$ cat config.mk
export PLATFORM = sky130hd
export DESIGN_NAME = text_terminal_cell_buffer
export DESIGN_NICKNAME = d
export VERILOG_FILES = /design/src/rtl/ttcb_pkg.sv /design/src/rtl/ttcb_ram.sv /design/src/rtl/ttcb_front.sv /design/src/rtl/ttcb_back.sv /design/src/rtl/text_terminal_cell_buffer.sv
export VERILOG_INCLUDE_DIRS = /design/src /design/src/rtl
export SDC_FILE = /design/constraint.sdc
export NUM_CORES = 2
export LEC_CHECK = 0
export ABC_CLOCK_PERIOD_IN_PS = 7500
export BUFFER_PORTS_ARGS = -buffer_cell sky130_fd_sc_hd__buf_2
export CORE_MARGIN = 3
export CORE_UTILIZATION = 55
export CTS_CLUSTER_DIAMETER = 60
export DETAILED_ROUTE_END_ITERATION = 8
export MAX_ROUTING_LAYER = met4
export PLACE_DENSITY = 0.71
export SLEW_MARGIN = 15
export SYNTH_ARGS = -nofsm -noshare
export SYNTH_HDL_FRONTEND = slang
export SYNTH_SLANG_ARGS = --single-unit
$ cat constraint.sdc
create_clock -name clk -period 7.5 [get_ports clk]
set_input_delay 1.125 -clock clk [delete_from_list [all_inputs] [get_ports clk]]
set_output_delay 1.125 -clock clk [all_outputs]
set_load 0.03 [all_outputs]
$ cat src/rtl/assert_macros.svh
// Assertion helpers shared by the RTL; each expects clk and arst_n in scope.
`ifndef ASSERT_MACROS_SVH
`define ASSERT_MACROS_SVH

// Check a property on every rising clk edge outside reset.
`define AST_HOLD(lbl, prop, msg) \
	lbl: assert property (@(posedge clk) disable iff (!arst_n) (prop)) else $error(msg);

// Check that a condition implies another in the same cycle.
`define AST_IMPLY(lbl, cond, res, msg) \
	lbl: assert property (@(posedge clk) disable iff (!arst_n) (cond) |-> (res)) \
		else $error(msg);

`endif

$ cat src/rtl/ttcb_pkg.sv
// ----------------------------------------------------------------------------
// ttcb_pkg
// Types and constants of the text terminal cell buffer.
// ----------------------------------------------------------------------------
`default_nettype none

package ttcb_pkg;

	typedef struct packed {
		logic [1:0] req_type;
		logic [7:0] char_code;
		logic [3:0] column;
		logic [2:0] row;
	} req_t;

	typedef struct packed {
		logic [2:0] out_row;
		logic [3:0] out_column;
		logic [7:0] out_char;
		logic       whole_line;
		logic       last;
	} res_t;

	typedef struct packed {
		logic [4:0] tab_spacing;
		logic       cursor_enable;
		logic [7:0] cursor_glyph;
	} cfg_t;

	typedef struct packed {
		logic [2:0] kind;
		logic [7:0] code;
		logic [3:0] column;
		logic [2:0] row;
	} op_t;

	typedef struct packed {
		logic clearing;
	} back_status_t;

	localparam logic [1:0] REQ_PUT    = 2'd0;
	localparam logic [1:0] REQ_MOVE   = 2'd1;
	localparam logic [1:0] REQ_FLUSH  = 2'd2;
	localparam logic [1:0] REQ_UNUSED = 2'd3;

	localparam logic [1:0] CFG_TAB_SPACING   = 2'd0;
	localparam logic [1:0] CFG_CURSOR_ENABLE = 2'd1;
	localparam logic [1:0] CFG_CURSOR_GLYPH  = 2'd2;

	localparam logic [2:0] OP_CHAR  = 3'd0;
	localparam logic [2:0] OP_NL    = 3'd1;
	localparam logic [2:0] OP_TAB   = 3'd2;
	localparam logic [2:0] OP_BS    = 3'd3;
	localparam logic [2:0] OP_IGN   = 3'd4;
	localparam logic [2:0] OP_MOVE  = 3'd5;
	localparam logic [2:0] OP_FLUSH = 3'd6;
	localparam logic [2:0] OP_NOP   = 3'd7;

	localparam logic [7:0] SPACE_CODE = 8'h20;
	localparam logic [7:0] HIGH_LIMIT = 8'h80;
	localparam logic [7:0] NL_CODE    = 8'h0A;
	localparam logic [7:0] TAB_CODE   = 8'h09;
	localparam logic [7:0] BS_CODE    = 8'h08;

	localparam logic [4:0] TAB_RESET   = 5'd4;
	localparam logic [7:0] GLYPH_RESET = 8'h80;

endpackage

`default_nettype wire

$ cat src/rtl/ttcb_ram.sv
// ----------------------------------------------------------------------------
// ttcb_ram
// Generic single-write, single-read RAM with registered read data.
// ----------------------------------------------------------------------------
`default_nettype none

module ttcb_ram #(
	parameter int WIDTH = 8,
	parameter int DEPTH = 128
) (
	input  wire logic                     clk,
	input  wire logic                     we,
	input  wire logic [$clog2(DEPTH)-1:0] waddr,
	input  wire logic [WIDTH-1:0]         wdata,
	input  wire logic [$clog2(DEPTH)-1:0] raddr,
	output logic      [WIDTH-1:0]         rdata
);

	logic [WIDTH-1:0] mem_q [DEPTH];

	always_ff @(posedge clk) begin
		if (we) begin
			mem_q[waddr] <= wdata;
		end
		rdata <= mem_q[raddr];
	end

endmodule

`default_nettype wire

$ cat src/rtl/ttcb_front.sv
// ----------------------------------------------------------------------------
// ttcb_front
// Accepts request transactions, classifies them and queues them for the back.
// ----------------------------------------------------------------------------
`default_nettype none

module ttcb_front (
	input  wire logic          clk,
	input  wire logic          arst_n,
	input  wire logic          in_valid,
	output logic               in_ready,
	input  wire ttcb_pkg::req_t in_data,
	input  wire logic          hold,
	output logic               op_valid,
	input  wire logic          op_ready,
	output ttcb_pkg::op_t      op
);
	import ttcb_pkg::*;

	op_t        entry_q [2];
	logic       wr_ptr_q;
	logic       rd_ptr_q;
	logic [1:0] count_q;
	op_t        cls;
	logic [7:0] mapped;
	logic       push;
	logic       pop;

	always_comb begin
		mapped     = (in_data.char_code > HIGH_LIMIT) ? SPACE_CODE : in_data.char_code;
		cls.code   = mapped;
		cls.column = in_data.column;
		cls.row    = in_data.row;
		case (in_data.req_type)
			REQ_PUT: begin
				if (mapped >= SPACE_CODE) begin
					cls.kind = OP_CHAR;
				end else if (mapped == NL_CODE) begin
					cls.kind = OP_NL;
				end else if (mapped == TAB_CODE) begin
					cls.kind = OP_TAB;
				end else if (mapped == BS_CODE) begin
					cls.kind = OP_BS;
				end else begin
					cls.kind = OP_IGN;
				end
			end
			REQ_MOVE:  cls.kind = OP_MOVE;
			REQ_FLUSH: cls.kind = OP_FLUSH;
			default:   cls.kind = OP_NOP;
		endcase
	end

	assign in_ready = (count_q != 2'd2) && !hold;
	assign push     = in_valid && in_ready;
	assign op_valid = (count_q != 2'd0);
	assign pop      = op_valid && op_ready;
	assign op       = entry_q[rd_ptr_q];

	always_ff @(posedge clk) begin
		if (push) begin
			entry_q[wr_ptr_q] <= cls;
		end
	end

	always_ff @(posedge clk or negedge arst_n) begin
		if (!arst_n) begin
			wr_ptr_q <= 1'b0;
			rd_ptr_q <= 1'b0;
			count_q  <= 2'd0;
		end else begin
			if (push) begin
				wr_ptr_q <= !wr_ptr_q;
			end
			if (pop) begin
				rd_ptr_q <= !rd_ptr_q;
			end
			case ({push, pop})
				2'b10:   count_q <= count_q + 2'd1;
				2'b01:   count_q <= count_q - 2'd1;
				default: count_q <= count_q;
			endcase
		end
	end

endmodule

`default_nettype wire

$ cat src/rtl/ttcb_back.sv
// ----------------------------------------------------------------------------
// ttcb_back
// Executes queued operations on the cell RAM, dirty masks and cursor.
// ----------------------------------------------------------------------------
`default_nettype none

module ttcb_back #(
	parameter int NUM_COLUMNS = 16,
	parameter int NUM_ROWS    = 8,
	parameter int CW          = $clog2(NUM_COLUMNS),
	parameter int RW          = $clog2(NUM_ROWS),
	parameter int AW          = CW + RW
) (
	input  wire logic                 clk,
	input  wire logic                 arst_n,
	input  wire logic                 op_valid,
	output logic                      op_ready,
	input  wire ttcb_pkg::op_t        op,
	input  wire ttcb_pkg::cfg_t       cfg,
	output logic                      out_valid,
	input  wire logic                 out_ready,
	output ttcb_pkg::res_t            out_data,
	output ttcb_pkg::back_status_t    status,
	output logic                      ram_we,
	output logic [AW-1:0]             ram_waddr,
	output logic [7:0]                ram_wdata,
	output logic [AW-1:0]             ram_raddr,
	input  wire logic [7:0]           ram_rdata
);
	import ttcb_pkg::*;

	localparam logic [3:0] ST_CLEAR   = 4'd0;
	localparam logic [3:0] ST_IDLE    = 4'd1;
	localparam logic [3:0] ST_ERASE   = 4'd2;
	localparam logic [3:0] ST_WCHAR   = 4'd3;
	localparam logic [3:0] ST_TAB     = 4'd4;
	localparam logic [3:0] ST_WBS     = 4'd5;
	localparam logic [3:0] ST_FIX     = 4'd6;
	localparam logic [3:0] ST_SCR_RD  = 4'd7;
	localparam logic [3:0] ST_SCR_WR  = 4'd8;
	localparam logic [3:0] ST_SCR_CLR = 4'd9;
	localparam logic [3:0] ST_DRAW    = 4'd10;
	localparam logic [3:0] ST_FL_SCAN = 4'd11;
	localparam logic [3:0] ST_FL_LOAD = 4'd12;

	localparam logic [CW-1:0] LAST_COL = CW'(NUM_COLUMNS - 1);
	localparam logic [RW-1:0] LAST_ROW = RW'(NUM_ROWS - 1);

	logic [3:0]             state_q;
	op_t                    op_q;
	logic [CW-1:0]          cur_col_q;
	logic [RW-1:0]          cur_row_q;
	logic [5:0]             ncol_q;
	logic                   nl_q;
	logic [5:0]             acc_q;
	logic [RW-1:0]          sr_q;
	logic [CW-1:0]          sc_q;
	logic [AW-1:0]          clr_q;
	logic [NUM_COLUMNS-1:0] dirty_q [NUM_ROWS];
	logic [NUM_COLUMNS-1:0] fl_mask_q;
	logic                   fl_whole_q;
	logic [RW-1:0]          fl_row_q;
	logic                   out_valid_q;
	res_t                   out_q;

	logic [5:0]             step;
	logic                   mark;
	logic [RW-1:0]          w_row;
	logic [CW-1:0]          w_col;
	logic                   wrap;
	logic                   fl_ok;
	logic [NUM_COLUMNS-1:0] fl_mask;
	logic [NUM_COLUMNS-1:0] fl_hi;
	logic                   fl_last;

	assign step     = (cfg.tab_spacing == 5'd0) ? 6'd1 : {1'b0, cfg.tab_spacing};
	assign wrap     = ncol_q >= 6'(NUM_COLUMNS);
	assign fl_ok    = int'(op.row) < NUM_ROWS;
	assign fl_mask  = fl_ok ? dirty_q[RW'(op.row)] : '0;
	assign fl_hi    = fl_mask_q >> sc_q;
	assign fl_last  = (fl_hi >> 1) == '0;
	assign op_ready = (state_q == ST_IDLE);
	assign out_valid = out_valid_q;
	assign out_data  = out_q;
	assign status.clearing = (state_q == ST_CLEAR);
	assign ram_waddr = {w_row, w_col};

	always_comb begin
		ram_we    = 1'b0;
		ram_wdata = SPACE_CODE;
		ram_raddr = {fl_row_q, sc_q};
		mark      = 1'b0;
		w_row     = cur_row_q;
		w_col     = cur_col_q;
		case (state_q)
			ST_CLEAR: begin
				ram_we = 1'b1;
				{w_row, w_col} = clr_q;
			end
			ST_ERASE: begin
				ram_we = cfg.cursor_enable;
				mark   = cfg.cursor_enable;
			end
			ST_WCHAR: begin
				ram_we    = 1'b1;
				mark      = 1'b1;
				ram_wdata = op_q.code;
			end
			ST_WBS: begin
				ram_we = 1'b1;
				mark   = 1'b1;
				w_col  = cur_col_q - 1'b1;
			end
			ST_SCR_RD: begin
				ram_raddr = {RW'(sr_q + 1'b1), sc_q};
			end
			ST_SCR_WR: begin
				ram_we    = 1'b1;
				ram_wdata = ram_rdata;
				w_row     = sr_q;
				w_col     = sc_q;
			end
			ST_SCR_CLR: begin
				ram_we = 1'b1;
				w_row  = LAST_ROW;
				w_col  = sc_q;
			end
			ST_DRAW: begin
				ram_we    = cfg.cursor_enable;
				mark      = cfg.cursor_enable;
				ram_wdata = cfg.cursor_glyph;
			end
			default: begin
				ram_we = 1'b0;
			end
		endcase
	end

	always_ff @(posedge clk) begin
		if (state_q == ST_IDLE && op_valid) begin
			op_q <= op;
		end
		if (state_q == ST_FL_LOAD) begin
			out_q.out_row    <= 3'(fl_row_q);
			out_q.out_column <= 4'(sc_q);
			out_q.out_char   <= ram_rdata;
			out_q.whole_line <= fl_whole_q;
			out_q.last       <= fl_last;
		end
	end

	always_ff @(posedge clk or negedge arst_n) begin
		if (!arst_n) begin
			state_q     <= ST_CLEAR;
			cur_col_q   <= '0;
			cur_row_q   <= '0;
			ncol_q      <= '0;
			nl_q        <= 1'b0;
			acc_q       <= '0;
			sr_q        <= '0;
			sc_q        <= '0;
			clr_q       <= '0;
			fl_mask_q   <= '0;
			fl_whole_q  <= 1'b0;
			fl_row_q    <= '0;
			out_valid_q <= 1'b0;
			for (int r = 0; r < NUM_ROWS; r++) begin
				dirty_q[r] <= '0;
			end
		end else begin
			if (out_valid_q && out_ready) begin
				out_valid_q <= 1'b0;
			end
			if (mark) begin
				dirty_q[w_row][w_col] <= 1'b1;
			end
			case (state_q)
				ST_CLEAR: begin
					clr_q <= clr_q + 1'b1;
					if (clr_q == '1) begin
						state_q <= ST_IDLE;
					end
				end
				ST_IDLE: begin
					nl_q <= 1'b0;
					if (op_valid) begin
						case (op.kind)
							OP_CHAR: state_q <= ST_WCHAR;
							OP_NL, OP_TAB, OP_MOVE: state_q <= ST_ERASE;
							OP_BS: begin
								if (cur_col_q != '0) begin
									state_q <= ST_ERASE;
								end else begin
									ncol_q  <= 6'(cur_col_q);
									state_q <= ST_FIX;
								end
							end
							OP_IGN: begin
								ncol_q  <= 6'(cur_col_q);
								state_q <= ST_FIX;
							end
							OP_FLUSH: begin
								if (fl_mask != '0) begin
									fl_mask_q  <= fl_mask;
									fl_whole_q <= (fl_mask == '1);
									fl_row_q   <= RW'(op.row);
									dirty_q[RW'(op.row)] <= '0;
									sc_q       <= '0;
									state_q    <= ST_FL_SCAN;
								end
							end
							default: state_q <= ST_IDLE;
						endcase
					end
				end
				ST_ERASE: begin
					case (op_q.kind)
						OP_NL: begin
							ncol_q  <= '0;
							nl_q    <= 1'b1;
							state_q <= ST_FIX;
						end
						OP_TAB: begin
							acc_q   <= step;
							state_q <= ST_TAB;
						end
						OP_BS: begin
							state_q <= ST_WBS;
						end
						default: begin
							cur_col_q <= (int'(op_q.column) < NUM_COLUMNS) ?
								CW'(op_q.column) : LAST_COL;
							cur_row_q <= (int'(op_q.row) < NUM_ROWS) ?
								RW'(op_q.row) : LAST_ROW;
							state_q   <= ST_DRAW;
						end
					endcase
				end
				ST_WCHAR: begin
					ncol_q  <= 6'(cur_col_q) + 6'd1;
					state_q <= ST_FIX;
				end
				ST_WBS: begin
					ncol_q  <= 6'(cur_col_q) - 6'd1;
					state_q <= ST_FIX;
				end
				ST_TAB: begin
					if (acc_q > 6'(cur_col_q)) begin
						ncol_q  <= acc_q;
						state_q <= ST_FIX;
					end else begin
						acc_q <= acc_q + step;
					end
				end
				ST_FIX: begin
					cur_col_q <= wrap ? '0 : CW'(ncol_q);
					if (nl_q || wrap) begin
						if (cur_row_q == LAST_ROW) begin
							sr_q    <= '0;
							sc_q    <= '0;
							state_q <= ST_SCR_RD;
						end else begin
							cur_row_q <= cur_row_q + 1'b1;
							state_q   <= ST_DRAW;
						end
					end else begin
						state_q <= ST_DRAW;
					end
				end
				ST_SCR_RD: begin
					state_q <= ST_SCR_WR;
				end
				ST_SCR_WR: begin
					if (sc_q == LAST_COL) begin
						sc_q <= '0;
						if (sr_q == RW'(NUM_ROWS - 2)) begin
							state_q <= ST_SCR_CLR;
						end else begin
							sr_q    <= sr_q + 1'b1;
							state_q <= ST_SCR_RD;
						end
					end else begin
						sc_q    <= sc_q + 1'b1;
						state_q <= ST_SCR_RD;
					end
				end
				ST_SCR_CLR: begin
					if (sc_q == LAST_COL) begin
						for (int r = 0; r < NUM_ROWS; r++) begin
							dirty_q[r] <= '1;
						end
						state_q <= ST_DRAW;
					end else begin
						sc_q <= sc_q + 1'b1;
					end
				end
				ST_DRAW: begin
					state_q <= ST_IDLE;
				end
				ST_FL_SCAN: begin
					if (fl_hi[0]) begin
						if (!out_valid_q) begin
							state_q <= ST_FL_LOAD;
						end
					end else begin
						sc_q <= sc_q + 1'b1;
					end
				end
				ST_FL_LOAD: begin
					out_valid_q <= 1'b1;
					if (fl_last) begin
						state_q <= ST_IDLE;
					end else begin
						sc_q    <= sc_q + 1'b1;
						state_q <= ST_FL_SCAN;
					end
				end
				default: state_q <= ST_IDLE;
			endcase
		end
	end

endmodule

`default_nettype wire

$ cat src/rtl/text_terminal_cell_buffer.sv
// ----------------------------------------------------------------------------
// text_terminal_cell_buffer
// Character grid terminal with cell RAM, per-row dirty masks and a cursor.
// ----------------------------------------------------------------------------
// Requests enter on in_valid/in_ready (put char, move cursor, flush row) and
// pass through a two-entry queue to an execution engine. Redraw transactions
// leave on out_valid/out_ready through an output register; only a flush
// produces them, one per dirty cell, left to right, last set on the final one.
// Configuration is written through cfg_wr_en/cfg_index/cfg_wdata and registered.
// The engine takes one request at a time; a tab steps through each tab stop
// up to the new column, and a scroll copies each row below the top up one row
// and clears the last, through the single RAM read and write port; a flush
// scans column by column and emits one result per dirty cell.
// After reset the engine sweeps the cell RAM to spaces, one entry a cycle, all
// 2**(clog2(NUM_ROWS) + clog2(NUM_COLUMNS)) cells, with in_ready low meanwhile.
// A stalled receiver holds the output register; the flush waits on it and
// the queue keeps accepting until full.
// ----------------------------------------------------------------------------
`default_nettype none

`include "assert_macros.svh"

module text_terminal_cell_buffer #(
	parameter int NUM_COLUMNS = 16,
	parameter int NUM_ROWS    = 8
) (
	input  wire logic            clk,
	input  wire logic            arst_n,
	input  wire logic            in_valid,
	output logic                 in_ready,
	input  wire ttcb_pkg::req_t  in_data,
	output logic                 out_valid,
	input  wire logic            out_ready,
	output ttcb_pkg::res_t       out_data,
	input  wire logic            cfg_wr_en,
	input  wire logic [1:0]      cfg_index,
	input  wire logic [7:0]      cfg_wdata
);
	import ttcb_pkg::*;

	localparam int CW = $clog2(NUM_COLUMNS);
	localparam int RW = $clog2(NUM_ROWS);
	localparam int AW = CW + RW;

	cfg_t         cfg_q;
	op_t          op;
	logic         op_valid;
	logic         op_ready;
	back_status_t status;
	logic         ram_we;
	logic [AW-1:0] ram_waddr;
	logic [7:0]   ram_wdata;
	logic [AW-1:0] ram_raddr;
	logic [7:0]   ram_rdata;

	always_ff @(posedge clk or negedge arst_n) begin
		if (!arst_n) begin
			cfg_q.tab_spacing   <= TAB_RESET;
			cfg_q.cursor_enable <= 1'b0;
			cfg_q.cursor_glyph  <= GLYPH_RESET;
		end else if (cfg_wr_en) begin
			case (cfg_index)
				CFG_TAB_SPACING:   cfg_q.tab_spacing   <= cfg_wdata[4:0];
				CFG_CURSOR_ENABLE: cfg_q.cursor_enable <= cfg_wdata[0];
				CFG_CURSOR_GLYPH:  cfg_q.cursor_glyph  <= cfg_wdata;
				default:           cfg_q <= cfg_q;
			endcase
		end
	end

	ttcb_front u_front (
		.clk      (clk),
		.arst_n   (arst_n),
		.in_valid (in_valid),
		.in_ready (in_ready),
		.in_data  (in_data),
		.hold     (status.clearing),
		.op_valid (op_valid),
		.op_ready (op_ready),
		.op       (op)
	);

	ttcb_back #(
		.NUM_COLUMNS (NUM_COLUMNS),
		.NUM_ROWS    (NUM_ROWS),
		.CW          (CW),
		.RW          (RW),
		.AW          (AW)
	) u_back (
		.clk       (clk),
		.arst_n    (arst_n),
		.op_valid  (op_valid),
		.op_ready  (op_ready),
		.op        (op),
		.cfg       (cfg_q),
		.out_valid (out_valid),
		.out_ready (out_ready),
		.out_data  (out_data),
		.status    (status),
		.ram_we    (ram_we),
		.ram_waddr (ram_waddr),
		.ram_wdata (ram_wdata),
		.ram_raddr (ram_raddr),
		.ram_rdata (ram_rdata)
	);

	ttcb_ram #(
		.WIDTH (8),
		.DEPTH (1 << AW)
	) u_cells (
		.clk   (clk),
		.we    (ram_we),
		.waddr (ram_waddr),
		.wdata (ram_wdata),
		.raddr (ram_raddr),
		.rdata (ram_rdata)
	);

	`AST_IMPLY(a_clear_blocks_input, status.clearing, !in_ready, "input taken during RAM clear")
	`AST_IMPLY(a_out_col_in_grid, out_valid, int'(out_data.out_column) < NUM_COLUMNS, "column off grid")
	`AST_IMPLY(a_out_row_in_grid, out_valid, int'(out_data.out_row) < NUM_ROWS, "row off grid")

endmodule

`default_nettype wire
* Word-level counts from Yosys, hierarchy flattened *
Memory sizes are Yosys's and may differ from the RTL's. A register that Yosys moved wholly into a read port is not among the register bits.
Cells that the tools add are included.

word-level totals
  register bits after elaboration = 240
  latch bits = 0
  bits in writable memories = 1060
  memory bits (read-only) = 0
  bits of input ports = 32
  output and inout port bits = 19
  word-level logic and storage cells = 253
  memories = 2

memory list
  memory           depth  width  read ports  clocked after Yosys merged registers in  wr ports  line              text
  u_cells.mem_q    128    8      1           1                                        1         ttcb_ram.sv:19    logic [WIDTH-1:0] mem_q [DEPTH];
  u_front.entry_q  2      18     1           0                                        1         ttcb_front.sv:20  op_t entry_q [2];

cells by class
  add/sub/neg operators = 10
  multiply operators = 0
  div/mod/pow operators = 0
  $lt $le $gt $ge = 10
  equal/unequal tests = 59
  shifts and indexed selects = 1
  muxes and demuxes = 84
  bitwise logic cells = 5
  reduce and logical (&&, ||, !) cells = 46

operators with widths
  cell                                                                     number
  128-bit 2-to-1 mux                                                       5
  128-bit case mux with 2 select lines                                     1
  128-bit bitwise AND                                                      1
  128-bit inverter                                                         1
  128-bit bitwise OR                                                       1
  16-bit demux with 3-bit select                                           2
  4-bit 2-to-1 mux                                                         23
  16-bit 2-to-1 mux                                                        4
  16-bit binary-select mux with 3-bit select                               1
  4-bit case mux with 11 select lines                                      1
  3-bit 2-to-1 mux                                                         12
  6-bit 2-to-1 mux                                                         6
  6-bit case mux with 5 select lines                                       1
  4-bit == test, second input constant                                     6
  8-bit by 4-bit == test with 1-bit output, second input constant          3
  2-bit by 1-bit inequality test with 1-bit output, second input constant  12
  4-bit case mux with 3 select lines                                       2
  4-bit case mux with 6 select lines                                       1
  6-bit case mux with 2 select lines                                       2
  8-bit case mux with 3 select lines                                       1
  4-bit case mux with 5 select lines                                       1
  2-bit inequality test, second input constant                             9
  3-bit case mux with 3 select lines                                       2
  16-bit == test, second input constant                                    1
  other kinds (63)                                                         116

* Logic depth before layout (Yosys ltp) *
  depth in word-level cells = 16
  gate-level depth with buffers = 13
  depth with buffers taken out = 11

* Modules after synthesis *
From an unflattened synthesis, not the netlist that was laid out.

unflattened totals
  cells, all modules = 2932
  area total of the unflattened synthesis = 53814.1 µm²

modules (own cells, without submodules)
  module                     instances  cells each  area an instance (µm²)  seq. area each (µm²)
  ttcb_ram                   1          1635        39665.5                 30909.6
  ttcb_back                  1          1167        11891.4                 5730.5
  ttcb_front                 1          99          1709.1                  1181.1
  text_terminal_cell_buffer  1          31          548.0                   352.8

* Worst setup path after synthesis *
No wires, ideal clock.

  path kind = register to register
  start = register u_back.state_q[2]
  end = memory u_cells.mem_q[0][5], data pin
  arrival time = 2.997 ns
  data required time = 6.765 ns
  slack = 3.768 ns
  cell stages (with the launch flop) = 9
  path buffers = 4
  period minus slack after synthesis = 3.732 ns
  path through = dfrtp_1 -> clkbuf_1 -> clkbuf_1 -> nor2_1 -> and3_1 -> clkbuf_1 -> clkbuf_1 -> a222oi_1 -> nand2_1

on the way
  cells in the longest elaborated chain, start to end = 2

ends and longest elaborated chain
  what                                                                       line                             text
  from (decl)                                                                ttcb_back.sv:49                  logic [3:0] state_q;
  from (signal assigned)                                                     ttcb_back.sv:154                 state_q <= ST_CLEAR;
  from (signal assigned)                                                     ttcb_back.sv:181                 state_q <= ST_IDLE;
  from (signal assigned)                                                     ttcb_back.sv:188                 OP_CHAR: state_q <= ST_WCHAR;
  4-bit == test or 4-bit by 2-bit == test with 1-bit output (tied branches)  ttcb_back.sv:95                  case (state_q)
  8-bit case mux with 3 select lines (*)                                     ttcb_back.sv:95
  net ram_wdata[5]                                                           text_terminal_cell_buffer.sv:52  logic [7:0] ram_wdata;
  to (decl)                                                                  ttcb_ram.sv:19

Mark *: on every way through the listed nets, which the timed path passes. The rest lies on a longest branch.

* Worst setup path after layout *
  start = register u_back.state_q[1]
  end = memory u_cells.mem_q[2][6], enable pin

on the way
  cells in the longest elaborated chain, start to end = 5

ends and longest elaborated chain
  what                                                                       line             text
  4-bit by 2-bit == test with 1-bit output (tied with other cells)           ttcb_back.sv:95
  5-bit OR reduction (no source line) or 2-bit OR reduction (tied branches)  n/a
  1-bit case mux with 2 select lines                                         ttcb_back.sv:95
  1-bit 2-to-1 mux                                                           ttcb_ram.sv:22   if (we) begin
  1-bit 2-to-1 mux (not written as such)                                     ttcb_ram.sv:23   mem_q[waddr] <= wdata;

Several ways; a longest one is shown, not always the timed one.

==> metrics.yaml <==
cts_resized: 0
numCtsBuffers: 132
cp_max_fo: 25
worst_slew_pin_slew_ns: 1.28
grt_pass1_vias: 29897
r2r_end: "u_cells.mem_q[2][6]"
io_pins: 51
fillCellCount: 6684
clockBufferDepth: 3
syn_area_mm2: 0.0539
yosys_warnings: 0
fmax_mhz: 202
die_area_mm2: 0.102
crit_path_frequent_cell: "nor2_1"
max_stage_delay_ns: 1.00
tns_ns: 0
synth_top_family_by_area: "multiplexers"
min_path_type: "input pin to asynchronous set/reset pin"
synthArstFlopShare_pct: 15.7
synthCells: 3128
crit_path_start_kind: "register"
register_area_mm2: 0.0382
grt_start_max_net_pins: 156
drive_gt1_share_pct: 21.6
report.final.setup_viol: 0
initialDrtViolationCount: 3970
synth_mux_area_share_pct: 14.9
path_buf_inv: 0
grt_pass1_wl_um: 202000
ir_worst_vdd_mv: 0.180
fp.dieH_um: 319
clk_pin_slew_ns: 0.06
yosysUniqueCellTypes: 89
synth_top_cell_by_area: "edfxtp_1"
dr.pass1.iters: 6
power.density_mw_per_mm2: 240
outcome: "completed"
synth_seq_area_share_pct: 70.9
yosys.cell_count.top_type: "edfxtp_1"
via_count: 30452
period_minus_slack_ns: 4.95
synth_edf_count: 1095
area_growth_pct: 11.0
synth.net_count: 3181
maxSlewViolCount: 0
drtAntennaViolNets: 0
critPathSlowestCell: "nor4_4"
synth_common_cells: "1,095 x edfxtp_1, 324 x mux4_2, 315 x nor2_1"
cts_root_buf: "clkbuf_16"
worst_slew_margin_rel_pct: 14.3
die_x_um: 319
cts_max_level: 4
post-dp-hpwl_um: 83500
crit_type: "register to register"
final_nets: 3246
grt_overflow: 0
drc: 0
path_cells: "nor4_4 -> nor2_1 -> a221o_1 -> nor2_1 -> nand2_1 -> nor2_1"
required_ns: 7.86
hold_buffers: 0
worst_path_dominant_cell_family: "simple AND/OR/NAND/NOR gates"
finalHoldViolCount: 0
synth_top_cells_by_area: "edfxtp_1 61%, mux4_2 14%, dfrtp_1 9.4%, nor2_1 2.2%, nand2_1 2.0%"
clkSinkCount: 1308
synth_area_per_cell_um2: 17.2
post_cts_buffers: 0
p_leak_nw: 17.3
drt-total-wl_um: 134000
synth-xor-area-share_pct: 0.260
max-cap-violations: 0
synth_top_area_share_pct: 61.0
synthAdderAreaFrac_pct: 0.502
wire_per_inst_um: 29.3
synth_compound_area_share_pct: 4.59
coreArea_mm2: 0.0969
finClkSkew_ns: 0.0317
r2r_cells: 6
grt_use_total_pct: 27.5
cp-end-kind: "register"
synthSimpleGateAreaFrac_pct: 7.36
reg2reg_from: "u_back.state_q[1]"
rsz0062_at_grt: "false"
finalWeightedCongestion: 0.931
finalCritPeriodShare_pct: 65.9
start_util_pct: 55.6
clkLatencyLatePin_ns: 0.75
multi_input_area_mm2: 0.0150
cts_tree: "yes"
antenna_found_initial: 0
yosys_most_used_dff: "edfxtp_1"
cp.arrival_ns: 5.31
num_rows: 114
numPortBuffers: 50
post_drt_via_cell_ratio: 6.65
whs_ns: 0.431
ff2ff_setup_slack_ns: 2.55
ys_ff_latch: 1308
==> metal layers <==
| layer | GRT usage, % | part of all wire, % | vias to the layer above |
|---|---|---|---|
| li1 | - | - | 12585 |
| met2 | 40.2 | 46 | 1805 |
| met5 | - | 0 | - |
| met4 | 9.52 | 3.5 | 0 |
| met3 | 5.50 | 9.7 | 276 |
| met1 | 39.4 | 40 | 15786 |
==> final cells by class <==
class	count	share of cell area [%]
antenna	1	0.00418
clock buffer	153	5.74
clock inverter	88	1.45
inverter	37	0.266
multi-input combinational	1620	25.0
sequential	1308	63.8
tap	1276	2.67
timing repair buffer	94	1.02
==> placed cells by master, fill, tap and decap left out, types with 20 or more instances in the layout <==
master | netlist | final
mux2i_1 | 26 | 26
nand4_1 | 30 | 30
nand2_1 | 284 | 282
inv_1 | 35 | 28
edfxtp_1 | 1095 | 1095
clkbuf_16 | 0 | 133
o31a_1 | 64 | 64
buf_4 | 5 | 41
a21oi_1 | 39 | 39
mux4_2 | 324 | 324
clkinv_1 | 1 | 27
dfrtp_1 | 203 | 200
buf_2 | 27 | 49
a211oi_1 | 70 | 70
nor2_1 | 315 | 313
ha_1 | 20 | 20
nand3_1 | 117 | 117
o21ai_0 | 55 | 55
mux2_2 | 38 | 38
clkinv_2 | 0 | 24
==> through the flow <==
| stage | total power [mW] | worst slack [ns] | util (%) | cells | area (µm²) |
|---|---|---|---|---|---|
| 2_1_floorplan | 7.98 | 3.77 | - | 3128 | 53900 |
| 3_3_place_gp | 8.03 | 2.85 | 57.3 | 4335 | 55500 |
| 3_5_place_dp | 8.03 | 2.67 | 57.3 | 4335 | 55500 |
| 4_1_cts | 14.5 | 2.65 | 61.7 | 4576 | 59800 |
| 5_1_grt | 14.8 | 2.38 | 61.8 | 4576 | 59800 |
| 6_report | 14.4 | 2.55 | 61.8 | 4577 | 59800 |
==> worst reg2reg max path: cells and delay by family (launching register included) <==
kind	cells	cell delay, ns
compound gates	1	0.55
flops	1	0.67
simple gates	5	3.35
==> state kept, by name, indices dropped and copies added, names as in the netlist, 2 cells and up <==
name / cells
u_back.cur_col_q: 4
u_back.acc_q: 6
u_front.entry_q: 36
u_cells.mem_q: 1024
u_back.cur_row_q: 3
u_back.op_q: 18
u_back.clr_q: 7
u_back.dirty_q: 128
u_back.fl_row_q: 3
u_back.state_q: 4
cfg_q: 14
u_front.count_q: 2
u_back.fl_mask_q: 16
u_back.out_data: 17
u_back.sr_q: 3
u_back.ncol_q: 6
u_back.sc_q: 4
u_cells.rdata: 8
==> power by group <==
group | total [mW] | switching [mW] | leakage, nW | internal, mW
Clock | 6.49 | 2.78 | 2.09 | 3.71
Sequential | 7.81 | 0.0120 | 10.9 | 7.79
Combinational | 0.0746 | 0.0474 | 4.25 | 0.0271
Total | 14.4 | 2.84 | 17.3 | 11.5
==> cells by family after synthesis <==
family          Yosys count
mux                     392
flops                  1308
simple gates            859
buf+inv                 200
compound gates          332
fa+ha+maj                21
xor+xnor                 16
==> worst max-delay path by stage <==
stage                      start                    to  slack, ns  depth (start not counted)
5_1_grt        u_back.state_q[1]  u_cells.mem_q[49][5]       2.38                          6
2_1_floorplan  u_back.state_q[2]   u_cells.mem_q[0][5]       3.77                          8
3_5_place_dp   u_back.state_q[1]   u_cells.mem_q[6][2]       2.67                          6
4_1_cts        u_back.state_q[1]   u_cells.mem_q[2][6]       2.65                          6
3_3_place_gp   u_back.state_q[1]   u_cells.mem_q[3][1]       2.85                          6
6_report       u_back.state_q[1]   u_cells.mem_q[2][6]       2.55                          6
Power figures use the tool's default switching activity.
